<file path="config.mk">
export PLATFORM = sky130hd
export DESIGN_NAME = pwm_duty_and_adc_trigger_placer_flat
export DESIGN_NICKNAME = d
export VERILOG_FILES = /design/src/hdl/pdtp_pkg.sv /design/src/hdl/pdtp_if.sv /design/src/hdl/pwm_duty_and_adc_trigger_placer.sv /design/src/hdl/pdtp_regs.sv /design/src/hdl/pdtp_clamp_mul.sv /design/src/hdl/pdtp_place.sv /design/src/flat_wrapper.sv
export SDC_FILE = /design/constraint.sdc
export NUM_CORES = 1
export LEC_CHECK = 0
export ABC_CLOCK_PERIOD_IN_PS = 22800
export BUFFER_PORTS_ARGS = -buffer_cell sky130_fd_sc_hd__buf_2
export CAP_MARGIN = 40
export CORE_ASPECT_RATIO = 0.5
export CORE_UTILIZATION = 65
export CTS_CLUSTER_DIAMETER = 120
export CTS_CLUSTER_SIZE = 12
export DETAILED_ROUTE_END_ITERATION = 10
export PLACE_DENSITY_LB_ADDON = 0.12
export SLEW_MARGIN = 15
export SYNTH_ARGS = -nofsm -noshare
export SYNTH_HDL_FRONTEND = slang
export SYNTH_SLANG_ARGS = --single-unit
export TNS_END_PERCENT = 50
</file>
<file path="constraint.sdc">
create_clock -name clk -period 22.8 [get_ports clk]
set_input_delay 2.28 -clock clk [delete_from_list [all_inputs] [get_ports clk]]
set_output_delay 2.28 -clock clk [all_outputs]
set_load 0.02 [all_outputs]
</file>
<file path="src/hdl/pdtp_pkg.sv">
// ----------------------------------------------------------------------------
// pdtp_pkg
// Types and constants shared by the PWM duty and ADC trigger placer.
// ----------------------------------------------------------------------------
package pdtp_pkg;

    // Register map indexes (byte address = 4 * index)
    localparam logic [2:0] REG_PERIOD = 3'd0;
    localparam logic [2:0] REG_MAX    = 3'd1;
    localparam logic [2:0] REG_MIN    = 3'd2;
    localparam logic [2:0] REG_SCAN   = 3'd3;
    localparam logic [2:0] REG_GUARD  = 3'd4;

    localparam int ADDR_W = 5;

    // Reset values of the registers
    localparam logic [15:0] PERIOD_RST = 16'd27200;
    localparam logic [15:0] MAX_RST    = 16'd55706;
    localparam logic [15:0] MIN_RST    = 16'd3277;
    localparam logic [15:0] SCAN_RST   = 16'd7107;
    localparam logic [14:0] GUARD_RST  = 15'd1000;

    // Window placement outcomes
    localparam logic [2:0] WC_OFF_GUARD = 3'd0;
    localparam logic [2:0] WC_ON_GUARD  = 3'd1;
    localparam logic [2:0] WC_OFF_BARE  = 3'd2;
    localparam logic [2:0] WC_ON_BARE   = 3'd3;
    localparam logic [2:0] WC_EDGE      = 3'd4;

    typedef struct packed {
        logic [15:0] period_ticks;
        logic [15:0] duty_ceil;
        logic [15:0] duty_floor;
        logic [15:0] scan_ticks;
        logic [14:0] guard_ticks;
    } cfg_t;

    // Clamped duty and switch-off compare, passed to the placement stage
    typedef struct packed {
        logic [15:0] duty;
        logic [15:0] cmp;
    } mid_t;

    typedef struct packed {
        logic [15:0] applied_duty;
        logic [15:0] edge_compare;
        logic [15:0] adc_trigger_compare;
        logic [2:0]  window_case;
    } res_t;

endpackage

</file>
<file path="src/hdl/pdtp_if.sv">
// ----------------------------------------------------------------------------
// pdtp_req_if / pdtp_res_if
// Valid/ready channels carrying duty requests and placement results.
// ----------------------------------------------------------------------------
interface pdtp_req_if;
    logic               valid;
    logic               ready;
    logic signed [17:0] duty_request;

    modport source (output valid, output duty_request, input ready);
    modport sink   (input valid, input duty_request, output ready);
endinterface

interface pdtp_res_if;
    logic        valid;
    logic        ready;
    logic [15:0] applied_duty;
    logic [15:0] edge_compare;
    logic [15:0] adc_trigger_compare;
    logic [2:0]  window_case;

    modport source (output valid, output applied_duty, output edge_compare,
                    output adc_trigger_compare, output window_case, input ready);
    modport sink   (input valid, input applied_duty, input edge_compare,
                    input adc_trigger_compare, input window_case, output ready);
endinterface

</file>
<file path="src/hdl/pwm_duty_and_adc_trigger_placer.sv">
// ----------------------------------------------------------------------------
// pwm_duty_and_adc_trigger_placer
// Duty clamp, switch-off compare and ADC trigger placement.
// ----------------------------------------------------------------------------
// Takes one duty request per clock unless both stages hold a request and
// the output stalls; one result per request returns in order. The
// first stage clamps the request and does the 16x16 period multiply; the
// second stage places the trigger window and saturates it, feeding the
// output register. A new request is taken while a finished result waits,
// as long as the multiply stage is free. Registers are written over APB at
// byte address 4*index and should only change while no request is in flight.
// ----------------------------------------------------------------------------
module pwm_duty_and_adc_trigger_placer (
    input  logic                        clk,
    input  logic                        rst_n,
    input  logic                        psel,
    input  logic                        penable,
    input  logic                        pwrite,
    input  logic [pdtp_pkg::ADDR_W-1:0] paddr,
    input  logic [31:0]                 pwdata,
    output logic [31:0]                 prdata,
    output logic                        pready,
    pdtp_req_if.sink                    req,
    pdtp_res_if.source                  res
);
    import pdtp_pkg::*;

    cfg_t cfg;
    mid_t mid_comb;
    mid_t mid_reg;
    res_t res_comb;
    res_t res_reg;
    logic v1_reg;
    logic v1_next;
    logic v2_reg;
    logic v2_next;
    logic adv2;
    logic take;

    pdtp_regs u_regs (
        .clk     (clk),
        .rst_n   (rst_n),
        .psel    (psel),
        .penable (penable),
        .pwrite  (pwrite),
        .paddr   (paddr),
        .pwdata  (pwdata),
        .prdata  (prdata),
        .pready  (pready),
        .cfg     (cfg)
    );

    pdtp_clamp_mul u_clamp_mul (
        .duty_request (req.duty_request),
        .cfg          (cfg),
        .mid          (mid_comb)
    );

    pdtp_place u_place (
        .mid (mid_reg),
        .cfg (cfg),
        .res (res_comb)
    );

    // Advance when the next stage is empty or draining
    assign adv2      = !v2_reg || res.ready;
    assign req.ready = !v1_reg || adv2;
    assign take      = req.valid && req.ready;
    assign v1_next   = req.ready ? req.valid : v1_reg;
    assign v2_next   = adv2 ? v1_reg : v2_reg;

    always_ff @(posedge clk or negedge rst_n)
    begin
        if (!rst_n)
        begin
            v1_reg <= 1'b0;
            v2_reg <= 1'b0;
        end
        else
        begin
            v1_reg <= v1_next;
            v2_reg <= v2_next;
        end
    end

    // Load payload stages
    always_ff @(posedge clk)
    begin
        if (take)
            mid_reg <= mid_comb;
        if (adv2 && v1_reg)
            res_reg <= res_comb;
    end

    assign res.valid               = v2_reg;
    assign res.applied_duty        = res_reg.applied_duty;
    assign res.edge_compare        = res_reg.edge_compare;
    assign res.adc_trigger_compare = res_reg.adc_trigger_compare;
    assign res.window_case         = res_reg.window_case;

`ifndef SYNTHESIS
    // Input stalls only when both stages hold a request
    assert property (@(posedge clk) disable iff (!rst_n)
        !req.ready |-> (v1_reg && v2_reg))
        else $error("request stalled with a free stage");

    // A stalled stage-one request moves on once the output drains
    assert property (@(posedge clk) disable iff (!rst_n)
        (v1_reg && v2_reg && res.ready) |=> v2_reg)
        else $error("stage-one request lost");

    // Trigger stays inside the period
    assert property (@(posedge clk) disable iff (!rst_n)
        (res.valid && cfg.period_ticks != 16'd0)
            |-> (res.adc_trigger_compare < cfg.period_ticks))
        else $error("trigger beyond period");

    // Switch-off compare never exceeds the period
    assert property (@(posedge clk) disable iff (!rst_n)
        res.valid |-> (res.edge_compare <= cfg.period_ticks))
        else $error("edge compare beyond period");
`endif

endmodule

</file>
<file path="src/hdl/pdtp_regs.sv">
// ----------------------------------------------------------------------------
// pdtp_regs
// APB register file holding period, duty limits, scan length and guard band.
// ----------------------------------------------------------------------------
module pdtp_regs (
    input  logic                      clk,
    input  logic                      rst_n,
    input  logic                      psel,
    input  logic                      penable,
    input  logic                      pwrite,
    input  logic [pdtp_pkg::ADDR_W-1:0] paddr,
    input  logic [31:0]               pwdata,
    output logic [31:0]               prdata,
    output logic                      pready,
    output pdtp_pkg::cfg_t            cfg
);
    import pdtp_pkg::*;

    cfg_t        cfg_reg;
    cfg_t        cfg_next;
    logic [2:0]  idx;
    logic        wr_en;

    assign pready = 1'b1;
    assign idx    = paddr[ADDR_W-1:2];
    assign wr_en  = psel && penable && pwrite;
    assign cfg    = cfg_reg;

    // Decode a write into the addressed register
    always_comb
    begin
        cfg_next = cfg_reg;
        if (wr_en)
        begin
            case (idx)
                REG_PERIOD: cfg_next.period_ticks = pwdata[15:0];
                REG_MAX:    cfg_next.duty_ceil    = pwdata[15:0];
                REG_MIN:    cfg_next.duty_floor   = pwdata[15:0];
                REG_SCAN:   cfg_next.scan_ticks   = pwdata[15:0];
                REG_GUARD:  cfg_next.guard_ticks  = pwdata[14:0];
                default:    cfg_next = cfg_reg;
            endcase
        end
    end

    always_ff @(posedge clk or negedge rst_n)
    begin
        if (!rst_n)
        begin
            cfg_reg.period_ticks <= PERIOD_RST;
            cfg_reg.duty_ceil    <= MAX_RST;
            cfg_reg.duty_floor   <= MIN_RST;
            cfg_reg.scan_ticks   <= SCAN_RST;
            cfg_reg.guard_ticks  <= GUARD_RST;
        end
        else
        begin
            cfg_reg <= cfg_next;
        end
    end

    // Read back the addressed register
    always_comb
    begin
        case (idx)
            REG_PERIOD: prdata = {16'd0, cfg_reg.period_ticks};
            REG_MAX:    prdata = {16'd0, cfg_reg.duty_ceil};
            REG_MIN:    prdata = {16'd0, cfg_reg.duty_floor};
            REG_SCAN:   prdata = {16'd0, cfg_reg.scan_ticks};
            REG_GUARD:  prdata = {17'd0, cfg_reg.guard_ticks};
            default:    prdata = 32'd0;
        endcase
    end

endmodule

</file>
<file path="src/hdl/pdtp_clamp_mul.sv">
// ----------------------------------------------------------------------------
// pdtp_clamp_mul
// Clamp the requested duty to the limits and scale it by the period.
// ----------------------------------------------------------------------------
module pdtp_clamp_mul (
    input  logic signed [17:0] duty_request,
    input  pdtp_pkg::cfg_t     cfg,
    output pdtp_pkg::mid_t     mid
);
    import pdtp_pkg::*;

    logic signed [17:0] max_s;
    logic signed [17:0] min_s;
    logic [15:0]        duty;
    logic [31:0]        prod;

    assign max_s = $signed({2'b00, cfg.duty_ceil});
    assign min_s = $signed({2'b00, cfg.duty_floor});

    // Upper limit wins over lower limit
    always_comb
    begin
        if (duty_request > max_s)
            duty = cfg.duty_ceil;
        else if (duty_request < min_s)
            duty = cfg.duty_floor;
        else
            duty = duty_request[15:0];
    end

    // Switch-off tick = floor(period * duty / 2^16)
    assign prod     = 32'(cfg.period_ticks) * 32'(duty);
    assign mid.duty = duty;
    assign mid.cmp  = prod[31:16];

endmodule

</file>
<file path="src/hdl/pdtp_place.sv">
// ----------------------------------------------------------------------------
// pdtp_place
// Place the ADC trigger in the off or on interval of the PWM period.
// ----------------------------------------------------------------------------
module pdtp_place (
    input  pdtp_pkg::mid_t mid,
    input  pdtp_pkg::cfg_t cfg,
    output pdtp_pkg::res_t res
);
    import pdtp_pkg::*;

    logic [16:0] on_t;
    logic [16:0] off_t;
    logic [16:0] need;
    logic [16:0] scan;
    logic [16:0] span;
    logic [17:0] base;
    logic [17:0] trig;
    logic [17:0] period;
    logic [2:0]  wcase;

    assign on_t   = {1'b0, mid.cmp};
    assign off_t  = {1'b0, cfg.period_ticks - mid.cmp};
    assign scan   = {1'b0, cfg.scan_ticks};
    assign need   = scan + {1'b0, cfg.guard_ticks, 1'b0};
    assign period = {2'b00, cfg.period_ticks};

    // Pick the interval and the slack to split
    always_comb
    begin
        if (off_t >= need && (off_t >= on_t || on_t < need))
        begin
            wcase = WC_OFF_GUARD;
            base  = {2'b00, mid.cmp} + {3'b000, cfg.guard_ticks};
            span  = off_t - need;
        end
        else if (on_t >= need)
        begin
            wcase = WC_ON_GUARD;
            base  = {3'b000, cfg.guard_ticks};
            span  = on_t - need;
        end
        else if (off_t >= scan)
        begin
            wcase = WC_OFF_BARE;
            base  = {2'b00, mid.cmp};
            span  = off_t - scan;
        end
        else if (on_t >= scan)
        begin
            wcase = WC_ON_BARE;
            base  = 18'd0;
            span  = on_t - scan;
        end
        else
        begin
            wcase = WC_EDGE;
            base  = {2'b00, mid.cmp};
            span  = 17'd0;
        end
    end

    assign trig = base + {2'b00, span[16:1]};

    // Saturate to the last tick of the period
    always_comb
    begin
        res.applied_duty = mid.duty;
        res.edge_compare = mid.cmp;
        res.window_case  = wcase;
        if (cfg.period_ticks == 16'd0)
            res.adc_trigger_compare = 16'd0;
        else if (trig >= period)
            res.adc_trigger_compare = cfg.period_ticks - 16'd1;
        else
            res.adc_trigger_compare = trig[15:0];
    end

endmodule

</file>
<file path="src/flat_wrapper.sv">
// flat-port wrapper written by rule: the top's interface ports become plain ports
module pwm_duty_and_adc_trigger_placer_flat import pdtp_pkg::*;
  (clk, rst_n, psel, penable, pwrite, paddr, pwdata, prdata, pready, req_valid, req_duty_request, req_ready, res_valid, res_applied_duty, res_edge_compare, res_adc_trigger_compare, res_window_case, res_ready);
  pdtp_req_if req_i ();
  pdtp_res_if res_i ();
  input  logic clk;
  input  logic rst_n;
  input  logic psel;
  input  logic penable;
  input  logic pwrite;
  input  logic [pdtp_pkg::ADDR_W-1:0] paddr;
  input  logic [31:0] pwdata;
  output logic [31:0] prdata;
  output logic pready;
  input wire logic [$bits(req_i.valid)-1:0] req_valid;
  input wire logic [$bits(req_i.duty_request)-1:0] req_duty_request;
  output wire logic [$bits(req_i.ready)-1:0] req_ready;
  output wire logic [$bits(res_i.valid)-1:0] res_valid;
  output wire logic [$bits(res_i.applied_duty)-1:0] res_applied_duty;
  output wire logic [$bits(res_i.edge_compare)-1:0] res_edge_compare;
  output wire logic [$bits(res_i.adc_trigger_compare)-1:0] res_adc_trigger_compare;
  output wire logic [$bits(res_i.window_case)-1:0] res_window_case;
  input wire logic [$bits(res_i.ready)-1:0] res_ready;
  assign req_i.valid = req_valid;
  assign req_i.duty_request = req_duty_request;
  assign req_ready = req_i.ready;
  assign res_valid = res_i.valid;
  assign res_applied_duty = res_i.applied_duty;
  assign res_edge_compare = res_i.edge_compare;
  assign res_adc_trigger_compare = res_i.adc_trigger_compare;
  assign res_window_case = res_i.window_case;
  assign res_i.ready = res_ready;
  pwm_duty_and_adc_trigger_placer u_core (.clk(clk), .rst_n(rst_n), .psel(psel), .penable(penable), .pwrite(pwrite), .paddr(paddr), .pwdata(pwdata), .prdata(prdata), .pready(pready), .req(req_i), .res(res_i));
endmodule
</file>
* Word-level counts from Yosys, hierarchy flattened *
Cells that the tools add are included.

storage, ports and cells
  input bits = 62
  logic and storage cells = 72
  output and inout bits = 86
  flip-flop bits (word level) = 164

operators by class
  magnitude comparators = 9
  multiplexer cells = 15
  add/sub/neg operators = 9
  equal/unequal tests = 4
  reduce and logical (&&, ||, !) cells = 19
  multiply operators = 1

operator list
  kind                                                number
  2-to-1 mux 16 bit                                   6
  2-to-1 mux 17 bit                                   5
  one-hot mux 16 bit (5 select lines)                 1
  greater-or-equal comparator 16 bit                  3
  greater-or-equal comparator 16 x 17 -> 1 bit        2
  subtractor 16 x 16 -> 17 bit                        2
  subtractor 16 x 17 -> 17 bit                        2
  multiplier 16 x 16 -> 32 bit                        1
  adder 18 x 16 -> 18 bit                             1
  greater-or-equal comparator 18 x 16 -> 1 bit        1
  > comparator 18 x 17 -> 1 bit                       1
  less-than comparator 18 x 17 -> 1 bit               1
  adder 16 x 15 -> 17 bit                             1
  adder 16 x 16 -> 17 bit                             1
  less-than comparator 16 x 17 -> 1 bit               1
  zero test 16 bit                                    1
  subtractor 16 x 1 -> 16 bit, second input constant  1
  subtractor 16 bit                                   1
  AND reduction 2 bit                                 5
  == test 3 x 2 -> 1 bit, second input constant       2
  logical AND 1 bit                                   5
  == test 3 x 1 -> 1 bit, second input constant       1
  == test 3 bit, second input constant                1
  zero test 3 bit                                     1
  7 further kinds                                     10

* Longest topological paths before layout *
  depth in word-level cells = 8
  gate-level depth with buffers = 49
  depth with buffers taken out = 44

* Cells and area by module *
From an unflattened synthesis, not the netlist that was laid out.

second synthesis, totals
  cell total of the unflattened synthesis = 2558
  area total of the unflattened synthesis = 23810.3 um2

by module, submodules not included
  module                           times used  area an instance (um2)  cells an instance  seq. area each (um2)
  pdtp_clamp_mul                   1           9435.3                  1120               0.0
  pdtp_place                       1           7918.8                  1080               0.0
  pdtp_regs                        1           3860.0                  267                2020.7
  pwm_duty_and_adc_trigger_placer  1           2596.2                  91                 2542.4

* Least setup slack after synthesis *
No wires, ideal clock.

  path kind = input port to flip-flop
  start = input req_duty_request[13]
  end = register u_core.mid_reg[15] (netlist bit), data pin
  buffers on the path = 3
  cell stages on the path = 33
  arrival time = 10.126 ns
  library setup time = 0.273 ns
  slack = 12.400 ns
  data required time = 22.527 ns
  cell sequence = ha_1 -> nand4_1 -> nor3_1 -> o211ai_1 -> o21ai_0 -> clkbuf_1 -> clkbuf_1 -> a211oi_1 -> a21oi_1 -> clkbuf_1 -> nand2_1 -> fa_1 -> inv_1 -> fa_1 -> inv_1 -> fa_1 -> inv_1 -> fa_1 -> fa_1 -> inv_1 -> fa_1 -> inv_1 -> ha_1 -> a21o_1 -> a21o_1 -> a21oi_1 -> nand2_1 -> a2111o_1 -> or3_1 -> a31oi_1 -> o31ai_1 -> a2111oi_0 -> a211oi_1

RTL lines
  item                    RTL line                               text
  start: declaration      flat_wrapper.sv:16                     input wire logic [$bits(req_i.duty_request)-1:0] req_duty_request;
  end signal: assignment  pwm_duty_and_adc_trigger_placer.sv:90  mid_reg <= mid_comb;
  end: declaration        pwm_duty_and_adc_trigger_placer.sv:30  mid_t mid_reg;

* Worst setup path in the final report *
  start = register u_core.mid_reg[1] (netlist bit)
  end = register u_core.res_reg, in the netlist u_core.res.adc_trigger_compare[14], data pin

on the way
  word-level cells in the longest chain between the ends = 8
  elaborated cells on any way between the ends = 25
  those cells by class = 7 x add/sub; 7 x order compare; 9 x mux; 2 x reduce/logical

ends and longest elaborated chain
  item                                                        RTL line                               text
  subtractor 16 bit, or another cell as far along             pdtp_place.sv:23                       assign off_t = {1'b0, cfg.period_ticks - mid.cmp};
  subtractor 16 x 16 -> 17 bit, or another cell as far along  pdtp_place.sv:47                       span = off_t - scan;
  2-to-1 mux 17 bit, or another cell as far along             pdtp_place.sv:43                       else if (off_t >= scan)
  2-to-1 mux 17 bit, or another cell as far along             pdtp_place.sv:37                       else if (on_t >= need)
  2-to-1 mux 17 bit                                           pdtp_place.sv:31                       if (off_t >= need && (off_t >= on_t || on_t < need))
  adder 18 x 16 -> 18 bit *                                   pdtp_place.sv:63                       assign trig = base + {2'b00, span[16:1]};
  greater-or-equal comparator 18 x 16 -> 1 bit                pdtp_place.sv:73                       else if (trig >= period)
  2-to-1 mux 16 bit *                                         pdtp_place.sv:73
  end signal: assignment                                      pwm_duty_and_adc_trigger_placer.sv:92  res_reg <= res_comb;
  end: declaration                                            pwm_duty_and_adc_trigger_placer.sv:32  res_t res_reg;

Every way passes the cells marked *; elsewhere a longest branch is shown, timed or not.
A chain may end at the register's enable or synchronous reset.

==> results.sh <==
export IMPL_maxCapViolCount=0
export IMPL_core_area_sq_um=34830
export IMPL_insertion_delay_ps=460
export IMPL_critPathCaptureType="register"
export IMPL_crit_arrival_ps=11950
export IMPL_syn_area_sq_um=23270
export IMPL_relSlewSlack_pct=44.00
export IMPL_worstHoldStart="u_core.mid_reg[27]"
export IMPL_rsz0062_at_grt="no"
export IMPL_die_area_sq_um=36600
export IMPL_pre_cts_ws_ps=11370
export IMPL_io_pin_count=148
export IMPL_antenna_found_initial=5
export IMPL_worstPathRequired_ps=23090
export IMPL_synth_top_cell_by_area="fa_1"
export IMPL_reg2reg_depth=43
export IMPL_fin_crit_sh_pct=51.14
export IMPL_synth_commonest_cells="347 x inv_1, 287 x ha_1, 254 x nand2_1, 201 x fa_1, 163 x a21oi_1"
export IMPL_synth_edf_count=83
export IMPL_r2r_start="u_core.mid_reg[1]"
export IMPL_drtIter0Drc=1540
export IMPL_vias=19170
export IMPL_die_y_um=135.8
export IMPL_io_buffers=112
export IMPL_numCtsBuffers=17
export IMPL_finalHoldViolCount=0
export IMPL_cts_setup_buffers=0
export IMPL_hp_class="reg2reg"
export IMPL_post_cts_resized_instances=0
export IMPL_overflow=0
export IMPL_post_cts_hold_buffer_count=0
export IMPL_slowest_delay_ps=690
export IMPL_yosys_warnings=0
export IMPL_synth_top_area_share_pct=17.29
export IMPL_drive_gt1_share_pct=11.60
export IMPL_cts_tree="done"
export IMPL_num_rows=48
export IMPL_ys_ff_latch=164
export IMPL_start_util_pct=66.79
export IMPL_crit_buf_inv=2
export IMPL_htree_levels=4
export IMPL_routabilityCongestion=1.018
export IMPL_yosysMostFrequentCell="inv_1"
export IMPL_drc=0
export IMPL_worst_slack_ps=11140
export IMPL_ys_async_sr_fraction_pct=49.39
export IMPL_cts_buffer_depth=2
export IMPL_groute_usage_overall_pct=34.70
export IMPL_r2r_slack_ps=11140
export IMPL_first_pass_iters=10
export IMPL_r2r_end="u_core.res.adc_trigger_compare[14]"
export IMPL_ant_nets=0
export IMPL_grt_max_degree=60
export IMPL_clk_pin_slew_ps=70
export IMPL_setup_violations=0
export IMPL_synthToLayoutAreaGrowth_pct=7.196
export IMPL_ys_flop_type="edfxtp_1"
export IMPL_fmaxAchievable_mhz=85.76
export IMPL_cp_top_family="compound AO/OA/AOI/OAI gates"
export IMPL_start_kind="register"
export IMPL_post_route_min_period_ps=11660
export IMPL_crit_type="reg2reg"
export IMPL_cp_max_fo=36
export IMPL_cts_num_sinks=164
export IMPL_synth_area_leaders="fa_1 17%, ha_1 15%, edfxtp_1 11%"
export IMPL_synth_area_per_cell_sq_um=8.942
export IMPL_via_per_inst=6.049
export IMPL_fillers=2750
export IMPL_fin_tns_setup_ps=0
export IMPL_outcome="finished clean"
export IMPL_synth_seq_area_share_pct=19.61
export IMPL_min_to="u_core.res.applied_duty[11]"
export IMPL_slowest_stage="edfxtp_1"
export IMPL_largest_register_ff_count=79
export IMPL_nNetsFinal=3226
export IMPL_hold_depth=0
export IMPL_worst_pin_slew_ps=837.6
export IMPL_drv_slew=0
export IMPL_grt_pass1_wl_mm=98.50
export IMPL_root_buffer="clkbuf_16"
export IMPL_dp_final_hpwl_mm=48.72
export IMPL_skew_ps=9.929
export IMPL_ys_types=81
export IMPL_dieWidth_um=269.6
export IMPL_syn_inst=2602
export IMPL_wirelength_mm=61.61
export IMPL_wire_per_inst_um=19.44
export IMPL_grt_pass1_vias=18800
[cell usage in the layout, fill, tap and decap left out, types with 8 or more instances in the layout]
cell         n
inv_1      347
ha_1       287
nand2_1    254
fa_1       201
a21oi_1    160
and2_1     128
buf_2      111
nor2_1     102
o21ai_0     99
xnor2_1     84
edfxtp_1    83
a21o_1      67
mux2_2      58
nor3_1      55
dfrtp_1     46
xor2_1      41
buf_4       39
mux2i_1     38
dfstp_2     35
a211oi_1    31
nand3_1     29
o22ai_1     28
nand4_1     26
o21a_1      22
or3_1       20
nand2b_1    18
o21ai_1     18
o21bai_1    17
conb_1      17
clkbuf_16   17
nor2b_1     16
o31ai_1     15
and3_1      12
a31oi_1     11
nor4_1       9
o211ai_1     9
a221oi_1     8
[layer usage]
| metal | vias to the layer above | GRT usage (%) | part of all wire, % |
|---|---|---|---|
| met5 | - | 0 | 0 |
| met4 | 0 | 9.154 | 2.2 |
| met3 | 106 | 4.962 | 7.7 |
| met2 | 688 | 58.49 | 46 |
| met1 | 9349 | 47.24 | 44 |
| li1 | 9026 | - | - |
[cell type report]
class / instances / area [sq um] / area share (%)
inverters: 349 / 1310 / 5.253
multi-input cells: 1989 / 16950 / 67.97
diodes: 5 / 12.51 / 0.05017
well taps: 475 / 594.3 / 2.383
repair buffers: 155 / 945.9 / 3.793
clock buffers: 22 / 464.2 / 1.861
flip-flops and latches: 164 / 4563 / 18.30
clock inverters: 10 / 98.84 / 0.3963
[worst max path at each step]
stage	depth (start not counted)	slack, ps	startpoint	endpoint
global route	43	10350	u_core.mid_reg[1]	u_core.res.adc_trigger_compare[1]
CTS	43	11330	u_core.mid_reg[1]	u_core.res.adc_trigger_compare[14]
finish	43	11140	u_core.mid_reg[1]	u_core.res.adc_trigger_compare[14]
global placement	43	11470	u_core.mid_reg[1]	u_core.res.adc_trigger_compare[1]
detailed placement	43	11370	u_core.mid_reg[1]	u_core.res.adc_trigger_compare[14]
floorplan	33	12400	req_duty_request[13]	u_core.mid_reg[15]
[logic make-up after synthesis]
family                     count (synthesis)  share of synthesized area (%)
AOI/OAI and AO/OA                        557                          15.34
adders and majority gates                489                          32.77
DFF                                      164                          19.61
other                                      2                        0.03228
buffers and inverters                    464                          7.954
xor gates and xnor gates                 126                          4.824
muxes                                     98                          4.636
and+or+nand+nor                          702                          14.83
[worst reg2reg max path, delay by kind of cell (launching register included)]
| kind | cells | cell delay [ps] |
|---|---|---|
| XOR/XNOR | 2 | 350 |
| AO/OA/AOI/OAI | 24 | 5200 |
| adder cells (fa/ha/maj) | 5 | 1870 |
| AND/OR/NAND/NOR | 10 | 2700 |
| flip-flops | 1 | 690 |
| buffers and inverters | 2 | 680 |
[stage by stage]
step | utilization, % | hold slack, ps | instances | area [sq um]
global route | 71.59 | 427.8 | 3168 | 24940
finish | 71.60 | 420.7 | 3169 | 24940
global placement | 69.62 | 401.4 | 3125 | 24250
detailed placement | 69.89 | 404.5 | 3131 | 24340
CTS | 71.51 | 421.3 | 3163 | 24910
floorplan | - | 400.3 | 2617 | 23320
Power is left out: the tool's default activity adds up to more than one toggle a clock period on the data nets, which glitch-free logic cannot reach.
